## src/rtl/crsl_pkg.sv

```systemverilog
// shared types and constants of the current reference slew limiter
package crsl_pkg;

	localparam int ACC_FRAC_DEFAULT = 10;
	localparam int ACC_W = 32;
	localparam int TARGET_W = 21;
	localparam int STEP_W = 16;
	localparam int MODE_W = 3;
	localparam int DUR_W = 20;
	localparam int RECIP_W = 32;
	localparam int CEIL_W = 21;
	localparam int POL_W = 2;
	localparam int REF_W = 20;
	localparam int IN_W = 120;
	localparam int OUT_W = 24;

	localparam logic [MODE_W-1:0] MODE_ZERO = 3'd0;
	localparam logic [MODE_W-1:0] MODE_BYPASS = 3'd1;
	localparam logic [MODE_W-1:0] MODE_HOLD = 3'd2;
	localparam logic [MODE_W-1:0] MODE_RISE = 3'd3;
	localparam logic [MODE_W-1:0] MODE_FALL = 3'd4;
	localparam logic [MODE_W-1:0] MODE_RELEASE = 3'd5;
	localparam logic [MODE_W-1:0] MODE_SAFETY = 3'd6;

	typedef enum logic [9:0] {
		ST_IDLE    = 10'b0000000001,
		ST_LOAD    = 10'b0000000010,
		ST_RATE    = 10'b0000000100,
		ST_MUL_A   = 10'b0000001000,
		ST_MUL_B   = 10'b0000010000,
		ST_FIX     = 10'b0000100000,
		ST_STEP    = 10'b0001000000,
		ST_ROUND   = 10'b0010000000,
		ST_CLAMP   = 10'b0100000000,
		ST_PUBLISH = 10'b1000000000
	} state_t;

	// one strobe per sequencer step
	typedef struct packed {
		logic ready;
		logic load;
		logic rate;
		logic mul_a;
		logic mul_b;
		logic fix;
		logic step;
		logic rnd;
		logic clamp;
		logic publish;
	} ctrl_t;

	typedef struct packed {
		logic take;
		logic need_mul;
		logic out_free;
	} stat_t;

endpackage

```

## src/rtl/crsl_mul.sv

```systemverilog
// shared 32 by 32 multiplier with registered product
module crsl_mul (
	input  logic                              clk,
	input  logic [crsl_pkg::ACC_W-1:0]        op_a,
	input  logic [crsl_pkg::ACC_W-1:0]        op_b,
	output logic [2*crsl_pkg::ACC_W-1:0]      prod_q
);
	import crsl_pkg::*;

	always_ff @(posedge clk) begin
		prod_q <= (2*ACC_W)'(op_a) * (2*ACC_W)'(op_b);
	end

endmodule

```

## src/rtl/crsl_seq.sv

```systemverilog
// sequencer that steps one item through the shared datapath
module crsl_seq (
	input  logic            clk,
	input  logic            arst_n,
	input  crsl_pkg::stat_t stat,
	output crsl_pkg::ctrl_t ctrl
);
	import crsl_pkg::*;

	state_t state_q;
	state_t state_d;

	always_comb begin
		state_d = state_q;
		unique case (state_q)
			ST_IDLE: begin
				if (stat.take) state_d = ST_LOAD;
			end
			ST_LOAD: state_d = ST_RATE;
			ST_RATE: begin
				state_d = stat.need_mul ? ST_MUL_A : ST_STEP;
			end
			ST_MUL_A: state_d = ST_MUL_B;
			ST_MUL_B: state_d = ST_FIX;
			ST_FIX: state_d = ST_STEP;
			ST_STEP: state_d = ST_ROUND;
			ST_ROUND: state_d = ST_CLAMP;
			ST_CLAMP: state_d = ST_PUBLISH;
			ST_PUBLISH: begin
				if (stat.out_free) state_d = ST_IDLE;
			end
			default: state_d = ST_IDLE;
		endcase
	end

	always_ff @(posedge clk or negedge arst_n) begin
		if (!arst_n) begin
			state_q <= ST_IDLE;
		end else begin
			state_q <= state_d;
		end
	end

	assign ctrl.ready = (state_q == ST_IDLE);
	assign ctrl.load = (state_q == ST_LOAD);
	assign ctrl.rate = (state_q == ST_RATE);
	assign ctrl.mul_a = (state_q == ST_MUL_A);
	assign ctrl.mul_b = (state_q == ST_MUL_B);
	assign ctrl.fix = (state_q == ST_FIX);
	assign ctrl.step = (state_q == ST_STEP);
	assign ctrl.rnd = (state_q == ST_ROUND);
	assign ctrl.clamp = (state_q == ST_CLAMP);
	assign ctrl.publish = (state_q == ST_PUBLISH);

endmodule

```

## src/rtl/current_reference_slew_limiter.sv

```systemverilog
// top level: held command, q-format accumulator, slew rate and published reference
//
//  channel  dir  handshake          payload
//  s_*      in   s_tvalid/s_tready  one command item per control tick
//  m_*      out  m_tvalid/m_tready  one current reference item per tick
//
// an accepted item passes load, rate, step, round, clamp and publish on its way
// to the output register; to derive a release rate the reciprocal multiply and
// the quotient times duration multiply share one 32x32 multiplier, adding three
// extra steps with the correction; s_tready is high only while the sequencer is idle,
// so no item is taken until the last is published; the output register lets the
// next item in while a result waits, a full register holds the sequencer
// reset clears the sequencer, the held command (mode force zero), the
// accumulator, the rate and the output valid
module current_reference_slew_limiter #(
	parameter int ACCUMULATOR_FRACTION_BITS = crsl_pkg::ACC_FRAC_DEFAULT
) (
	input  logic                       clk,
	input  logic                       arst_n,
	input  logic                       s_tvalid,
	output logic                       s_tready,
	// command_valid, target_current, step_size, action, release_duration,
	// release_reciprocal, current_ceiling, zero_policy_code, zero fill
	input  logic [crsl_pkg::IN_W-1:0]  s_tdata,
	output logic                       m_tvalid,
	input  logic                       m_tready,
	// current_reference, zero fill
	output logic [crsl_pkg::OUT_W-1:0] m_tdata
);
	import crsl_pkg::*;

	localparam int FRAC = ACCUMULATOR_FRACTION_BITS;
	localparam int IQ_W = ACC_W + 1 - FRAC;
	localparam logic signed [ACC_W-1:0] HALF = ACC_W'(1) << (FRAC - 1);

	ctrl_t ctrl;
	stat_t stat;

	// captured item
	logic                       cmd_valid_q;
	logic signed [TARGET_W-1:0] cmd_target_q;
	logic [STEP_W-1:0]          cmd_step_q;
	logic [MODE_W-1:0]          cmd_mode_q;
	logic [DUR_W-1:0]           cmd_dur_q;
	logic [RECIP_W-1:0]         cmd_recip_q;
	logic signed [CEIL_W-1:0]   cmd_ceil_q;
	logic [POL_W-1:0]           cmd_pol_q;

	// held command and state
	logic signed [TARGET_W-1:0] held_target_q;
	logic [STEP_W-1:0]          held_step_q;
	logic [MODE_W-1:0]          held_mode_q;
	logic [DUR_W-1:0]           held_dur_q;
	logic [RECIP_W-1:0]         held_recip_q;
	logic signed [CEIL_W-1:0]   held_ceil_q;
	logic [POL_W-1:0]           held_pol_q;
	logic signed [ACC_W-1:0]    acc_q;
	logic signed [ACC_W-1:0]    rate_q;
	logic                       changed_q;
	logic                       was_rel_q;
	logic                       contract_q;
	logic [ACC_W-1:0]           quot_q;
	logic signed [IQ_W-1:0]     iq_q;

	logic                       take;
	logic                       differs;
	logic signed [ACC_W-1:0]    tq;
	logic [ACC_W-1:0]           step_ext;
	logic [ACC_W-1:0]           dur_ext;
	logic [ACC_W-1:0]           rel_a;
	logic                       held_rel;
	logic                       rel_need;
	logic [ACC_W-1:0]           op_a;
	logic [ACC_W-1:0]           op_b;
	logic [2*ACC_W-1:0]         prod_q;
	logic [ACC_W-1:0]           rem;
	logic                       rem_ge;
	logic                       bump;
	logic [ACC_W-1:0]           quot_fix;
	logic [ACC_W-1:0]           quot_min;
	logic signed [ACC_W-1:0]    sum;
	logic signed [ACC_W-1:0]    sum_clip;
	logic signed [IQ_W-1:0]     rnd;
	logic signed [CEIL_W-1:0]   ceil_pos;
	logic signed [IQ_W-1:0]     ceil_iq;
	logic signed [ACC_W-1:0]    ceil_acc;
	logic                       out_free;

	// round half up, floor shift
	function automatic logic signed [IQ_W-1:0] round_half(input logic signed [ACC_W-1:0] a);
		logic signed [ACC_W:0] x;
		x = (ACC_W+1)'(a) + (ACC_W+1)'(HALF);
		return IQ_W'(x >>> FRAC);
	endfunction

	crsl_seq u_seq (
		.clk    (clk),
		.arst_n (arst_n),
		.stat   (stat),
		.ctrl   (ctrl)
	);

	crsl_mul u_mul (
		.clk    (clk),
		.op_a   (op_a),
		.op_b   (op_b),
		.prod_q (prod_q)
	);

	assign s_tready = ctrl.ready;
	assign take = s_tvalid && ctrl.ready;
	assign out_free = !m_tvalid || m_tready;

	assign differs = (cmd_target_q != held_target_q) || (cmd_step_q != held_step_q) ||
		(cmd_mode_q != held_mode_q) || (cmd_dur_q != held_dur_q) ||
		(cmd_recip_q != held_recip_q) || (cmd_ceil_q != held_ceil_q) ||
		(cmd_pol_q != held_pol_q);

	assign tq = ACC_W'(held_target_q) <<< FRAC;
	assign step_ext = ACC_W'(held_step_q);
	assign dur_ext = ACC_W'(held_dur_q);
	assign rel_a = (!acc_q[ACC_W-1] && (acc_q != '0)) ? acc_q : '0;
	assign held_rel = (held_mode_q == MODE_RELEASE) || (held_mode_q == MODE_SAFETY);
	assign rel_need = !was_rel_q || contract_q || !rate_q[ACC_W-1];

	assign stat.take = take;
	assign stat.out_free = out_free;
	assign stat.need_mul = changed_q && held_rel && rel_need && (rel_a != '0) &&
		(dur_ext > ACC_W'(1));

	// first pass: accumulator times reciprocal; second pass: quotient times duration
	assign op_a = ctrl.mul_b ? prod_q[2*ACC_W-1:ACC_W] : rel_a;
	assign op_b = ctrl.mul_b ? dur_ext : held_recip_q;

	// quotient correction, all wrapping at 32 bits
	assign rem = rel_a - prod_q[ACC_W-1:0];
	assign rem_ge = rem >= dur_ext;
	assign bump = rem_ge ? (rem != dur_ext) : (rem != '0);
	assign quot_fix = quot_q + ACC_W'(rem_ge) + ACC_W'(bump);
	assign quot_min = (quot_fix == '0) ? ACC_W'(1) : quot_fix;

	assign sum = acc_q + rate_q;
	always_comb begin
		sum_clip = sum;
		if (!rate_q[ACC_W-1] && (rate_q != '0) && (sum > tq)) sum_clip = tq;
		else if (rate_q[ACC_W-1] && (sum < tq)) sum_clip = tq;
	end

	assign rnd = round_half(acc_q);
	assign ceil_pos = held_ceil_q[CEIL_W-1] ? '0 : held_ceil_q;
	assign ceil_iq = IQ_W'(ceil_pos);
	assign ceil_acc = ACC_W'(ceil_pos) <<< FRAC;

	always_ff @(posedge clk) begin
		if (take) begin
			cmd_valid_q <= s_tdata[0];
			cmd_target_q <= s_tdata[21:1];
			cmd_step_q <= s_tdata[37:22];
			cmd_mode_q <= s_tdata[40:38];
			cmd_dur_q <= s_tdata[60:41];
			cmd_recip_q <= s_tdata[92:61];
			cmd_ceil_q <= s_tdata[113:93];
			cmd_pol_q <= s_tdata[115:114];
		end
		if (ctrl.mul_b) begin
			quot_q <= prod_q[2*ACC_W-1:ACC_W];
		end
	end

	always_ff @(posedge clk or negedge arst_n) begin
		if (!arst_n) begin
			held_target_q <= '0;
			held_step_q <= '0;
			held_mode_q <= MODE_ZERO;
			held_dur_q <= '0;
			held_recip_q <= '0;
			held_ceil_q <= '0;
			held_pol_q <= '0;
			acc_q <= '0;
			rate_q <= '0;
			changed_q <= 1'b0;
			was_rel_q <= 1'b0;
			contract_q <= 1'b0;
			iq_q <= '0;
		end else begin
			priority if (ctrl.load) begin
				changed_q <= cmd_valid_q && differs;
				was_rel_q <= held_rel;
				contract_q <= (cmd_dur_q != held_dur_q) || (cmd_recip_q != held_recip_q);
				if (cmd_valid_q && differs) begin
					held_target_q <= cmd_target_q;
					held_step_q <= cmd_step_q;
					held_mode_q <= cmd_mode_q;
					held_dur_q <= cmd_dur_q;
					held_recip_q <= cmd_recip_q;
					held_ceil_q <= cmd_ceil_q;
					held_pol_q <= cmd_pol_q;
				end
			end else if (ctrl.rate) begin
				if (changed_q) begin
					if ((held_mode_q == MODE_RISE) || (held_mode_q == MODE_FALL)) begin
						if (tq == acc_q) rate_q <= '0;
						else if (tq > acc_q) rate_q <= step_ext;
						else rate_q <= ACC_W'(0) - step_ext;
					end else if (held_rel) begin
						// the multiply path sets the rate later
						if (rel_need) begin
							if ((rel_a == '0) || (dur_ext == '0)) rate_q <= '0;
							else if (dur_ext == ACC_W'(1)) rate_q <= ACC_W'(0) - rel_a;
						end
					end else begin
						rate_q <= '0;
					end
				end
			end else if (ctrl.fix) begin
				rate_q <= ACC_W'(0) - quot_min;
			end else if (ctrl.step) begin
				unique case (held_mode_q)
					MODE_BYPASS: begin
						acc_q <= tq;
						rate_q <= '0;
					end
					MODE_HOLD: rate_q <= '0;
					MODE_RISE, MODE_FALL: begin
						acc_q <= sum_clip;
						if (sum_clip == tq) rate_q <= '0;
					end
					MODE_RELEASE, MODE_SAFETY: acc_q <= sum;
					default: begin
						acc_q <= '0;
						rate_q <= '0;
					end
				endcase
			end else if (ctrl.rnd) begin
				unique case (held_mode_q)
					MODE_BYPASS: iq_q <= IQ_W'(held_target_q);
					MODE_HOLD: iq_q <= rnd;
					MODE_RISE, MODE_FALL: begin
						iq_q <= rnd;
						if ((held_target_q == '0) && (rnd == '0)) begin
							acc_q <= '0;
							rate_q <= '0;
						end
					end
					MODE_RELEASE, MODE_SAFETY: begin
						// at or below zero, or rounding to zero: release is over
						if (acc_q < HALF) begin
							acc_q <= '0;
							rate_q <= '0;
							iq_q <= '0;
						end else begin
							iq_q <= rnd;
						end
					end
					default: iq_q <= '0;
				endcase
			end else if (ctrl.clamp) begin
				if (iq_q[IQ_W-1]) begin
					iq_q <= '0;
					acc_q <= '0;
					rate_q <= '0;
				end else if (iq_q > ceil_iq) begin
					iq_q <= ceil_iq;
					acc_q <= ceil_acc;
					if (!rate_q[ACC_W-1] && (rate_q != '0)) rate_q <= '0;
				end
			end
		end
	end

	always_ff @(posedge clk) begin
		if (ctrl.publish && out_free) begin
			m_tdata <= OUT_W'(iq_q[REF_W-1:0]);
		end
	end

	always_ff @(posedge clk or negedge arst_n) begin
		if (!arst_n) begin
			m_tvalid <= 1'b0;
		end else if (ctrl.publish && out_free) begin
			m_tvalid <= 1'b1;
		end else if (m_tready) begin
			m_tvalid <= 1'b0;
		end
	end

endmodule

```

## config.mk

```make
export PLATFORM = sky130hd
export DESIGN_NAME = current_reference_slew_limiter
export DESIGN_NICKNAME = d
export VERILOG_FILES = /design/src/rtl/crsl_pkg.sv /design/src/rtl/crsl_mul.sv /design/src/rtl/crsl_seq.sv /design/src/rtl/current_reference_slew_limiter.sv
export SDC_FILE = /design/constraint.sdc
export NUM_CORES = 2
export LEC_CHECK = 0
export BUFFER_PORTS_ARGS = -buffer_cell sky130_fd_sc_hd__buf_2
export CAP_MARGIN = 20
export CORE_UTILIZATION = 43
export DETAILED_ROUTE_END_ITERATION = 10
export PLACE_DENSITY = 0.57
export SLEW_MARGIN = 0
export SYNTH_ARGS = -nofsm -noshare
export SYNTH_HDL_FRONTEND = slang
export SYNTH_SLANG_ARGS = --single-unit
export TNS_END_PERCENT = 100
```

## constraint.sdc

```tcl
create_clock -name clk -period 13.6 [get_ports clk]
set_input_delay 2.72 -clock clk [delete_from_list [all_inputs] [get_ports clk]]
set_output_delay 2.72 -clock clk [all_outputs]
set_load 0.05 [all_outputs]
```

==> out/qor.json <==
{
  "core.rowCount": 137,
  "max_freq_ghz": 0.07944,
  "final_max_slew_viol_count": 0,
  "dieWidth_um": 376.7,
  "finalSetupTns_ps": 0,
  "setup_slack_ps": 1012,
  "drt-pass1-iter-count": 9,
  "outcome": "finished, final reports clean",
  "cts_buffers": 52,
  "fin_crit_sh_pct": 92.56,
  "wl_per_cell_um": 25.61,
  "synth_top_cells_by_area": "fa_1 30%, dfrtp_1 8.9%, ha_1 8.6%",
  "worstSetupEndpointType": "flip-flop",
  "post-synth-top-area-cell": "fa_1",
  "mappedNetlistArea_um2": 60370,
  "reg2reg_from": "acc_q[22]",
  "timing.reg2reg.worst_path_depth": 47,
  "initial_core_util_pct": 43.32,
  "sinks_on_the_clock_net": 448,
  "power_per_cell_area_nw_per_um2": 149.7,
  "worst-slew-pin-transition_ps": 1216,
  "detail_route.iter0.violations": 4339,
  "place.port_buffers": 141,
  "gp_congestion": 1.021,
  "cts.repair_timing.setup_buffer_count": 0,
  "finalHoldViolations": 0,
  "drive_gt1_share_pct": 8.460,
  "p_leak_nw": 29.99,
  "fin_worst_skew_ps": 59.35,
  "timing.critical_path.arrival_ps": 13130,
  "maxSlewHeadroom_pct": 17.36,
  "critical_path.max_stage_delay_ps": 740,
  "dieHeight_um": 376.7,
  "timing.critical_path.from": "acc_q[22]",
  "detail_route.vias_per_cell": 5.597,
  "synthCells": 6698,
  "timing.final.crit_period_ps": 12590,
  "first_pass_grt_wire_length_um": 332500,
  "number_of_global_route_vias_before_repair": 50374,
  "multi_input_area_um2": 43320,
  "synth-edff-count": 168,
  "place_hpwl_um": 183100,
  "design.final.nets": 8179,
  "worst_ir_drop_vdd_mv": 0.1673,
  "grt-ovfl-total": 0,
  "worst_setup_hold_path_clk_slew_ps": 70,
  "register_area_um2": 11730,
  "dpl_worst_slack_ps": 1176,
  "layout.filler_cells": 13573,
  "final-setup-viol-count": 0,
  "synth_cell_types": 87,
  "largest_net_degree_at_the_start_of_global_routing": 97,
  "initial_antenna_violation_count": 9,
  "critPathMaxFanout": 23,
  "coreArea_um2": 139400,
  "postCtsResizedCells": 0,
  "post_cts_hold_buffer_count": 0,
  "worst_skew_pair.late_latency_ps": 700,
  "totalWireLength_um": 222000,
  "synth_top_area_share_pct": 29.81,
  "unrepaired_setup_endpoints_after_global_routing": "no",
  "synth.avg_cell_area_um2": 9.013,
  "cts_buffer_depth": 3,
  "cp.required_ps": 14140,
  "drv_cap": 0,
  "postSynth.asyncResetShare_pct": 48.21,
  "timing_worst_setup_path_type": "reg -> reg",
  "utilization_pct": 46.98,
  "synthToLayoutAreaGrowth_pct": 8.454,
  "number_of_placed_i_o_pins": 150,
  "clock_tree.root_cell": "clkbuf_16",
  "r2r_setup_slack_ps": 1010,
  "cts_max_level": 2,
  "endpoint": "rate_q[24]",
  "die_area_um2": 141900,
  "antenna_violating_nets_post_route": 0,
  "hold-worst-slack_ps": 481.7,
  "hold_depth": 2,
  "cp_slowest_cell": "o41ai_1",
  "route.vias.total": 48517,
  "timing.hold.worst.class": "reg -> reg",
  "setup.worst_path.start_class": "flip-flop",
  "yosysSeqAreaShare_pct": 19.43,
  "tritoncts": "done",
  "yosys_register_bits": 448,
  "regToRegEndpoint": "rate_q[24]",
  "yosysWarningCount": 0,
  "ys_dominant_reg_cell": "dfrtp_1",
  "drcViolationCount": 0,
  "grt_use_total_pct": 31.83
}
layout by cell type (no fill, tap or decap), types with 52 or more instances in the layout:
master     count
inv_1       1114
nand2_1     1082
fa_1         899
ha_1         415
nor2_1       381
xnor2_1      235
o21ai_0      218
dfrtp_1      215
a21oi_1      172
edfxtp_1     168
buf_4        165
buf_2        140
xor2_1       109
nand3_1      101
a21o_1        96
nand4_1       87
mux2_2        81
dfxtp_1       64
and2_1        62
nor3_1        58
nor4_1        52
clkbuf_16     52
cell type report:
cell class                      instances  area share (%)
Timing Repair Buffer                  309           3.050
Tap cell                             1876           3.585
Clock inverter                         29          0.5714
Sequential cell                       448           17.92
Clock buffer                           69           2.192
Antenna cell                            8         0.03058
Multi-Input combinational cell       4798           66.16
Inverter                             1132           6.494
stage by stage:
step	cell area, um2	instances	total power [W]
detailed placement	63610	8560	0.008158
finish	65470	8669	0.009802
floorplan	60420	6712	0.005915
global placement	63610	8559	0.008126
CTS	65420	8658	0.009715
global route	65450	8661	0.01038
cells in the mapped netlist, types with 23 or more instances:
cell,n
edfxtp_1,168
mux2_4,29
nand4_1,87
dfxtp_1,64
ha_1,415
nand2_1,1082
a211oi_1,32
fa_1,899
a21boi_0,30
o21ai_0,246
o21bai_1,23
nand3_1,101
mux2_2,81
xnor2_1,235
a21o_1,96
nor4_1,52
nor3_1,58
clkbuf_1,304
a31oi_1,27
nor2_1,381
nor2b_1,40
and3_1,50
dfrtp_1,215
xor2_1,109
a21oi_1,172
o22a_1,37
nand2b_1,42
a22oi_1,43
inv_1,1115
and2_1,63
o21ai_1,23
flip-flops by register name, indices dropped and copies added, names as in the netlist, 3 cells and up:
| name | count |
|---|---|
| rate_q | 32 |
| cmd_target_q | 21 |
| acc_q | 32 |
| held_step_q | 16 |
| iq_q | 23 |
| cmd_dur_q | 20 |
| held_ceil_q | 21 |
| cmd_ceil_q | 21 |
| u_mul.prod_q | 64 |
| held_recip_q | 32 |
| quot_q | 32 |
| held_target_q | 21 |
| cmd_mode_q | 3 |
| u_seq.state_q | 10 |
| cmd_step_q | 16 |
| m_tdata | 20 |
| held_dur_q | 20 |
| cmd_recip_q | 32 |
| held_mode_q | 3 |
critical path, delay by kind of cell (launching register included):
family,cells,cell delay (ps)
AOI/OAI and AO/OA,11,2790
xor gates and xnor gates,2,340
and+or+nand+nor,25,5870
DFF,1,390
adders and majority gates,5,1870
buffers and inverters,3,870
muxes,1,270
report_power, final:
part	leakage, nW	total (W)	switching [W]	internal [W]
Sequential	4.95	0.00229	0.000536	0.00175
Clock	0.872	0.00150	0.000651	0.000848
Combinational	24.2	0.00602	0.00397	0.00205
metal layers:
layer | global-route usage (%) | wire [um]
met1 | 41.48 | 91710
met2 | 49.37 | 97700
met3 | 5.616 | 16230
met4 | 19.37 | 16290
met5 | 0 | 47
kinds of logic (layout without fill, tap and decap cells):
logic type      count (synthesis)  count (layout)  share of synthesized area (%)
xor+xnor                      345             345                          5.028
buf+inv                      1466            1539                          9.208
compound gates                920             920                          9.950
simple gates                 2070            2070                          15.34
flops                         448             448                          19.43
fa+ha+maj                    1314            1314                          38.41
other cells                     2              24                        0.01244
mux                           133             133                          2.616
worst min-delay path by stage:
stage,from,to,slack (ps)
floorplan,u_mul.prod_q[32],quot_q[0],410
global placement,contract_q,contract_q,460
detailed placement,was_rel_q,was_rel_q,470
CTS,was_rel_q,was_rel_q,490
global route,was_rel_q,was_rel_q,510
finish,was_rel_q,was_rel_q,480
No activity file was read; power rests on OpenSTA's default activity.
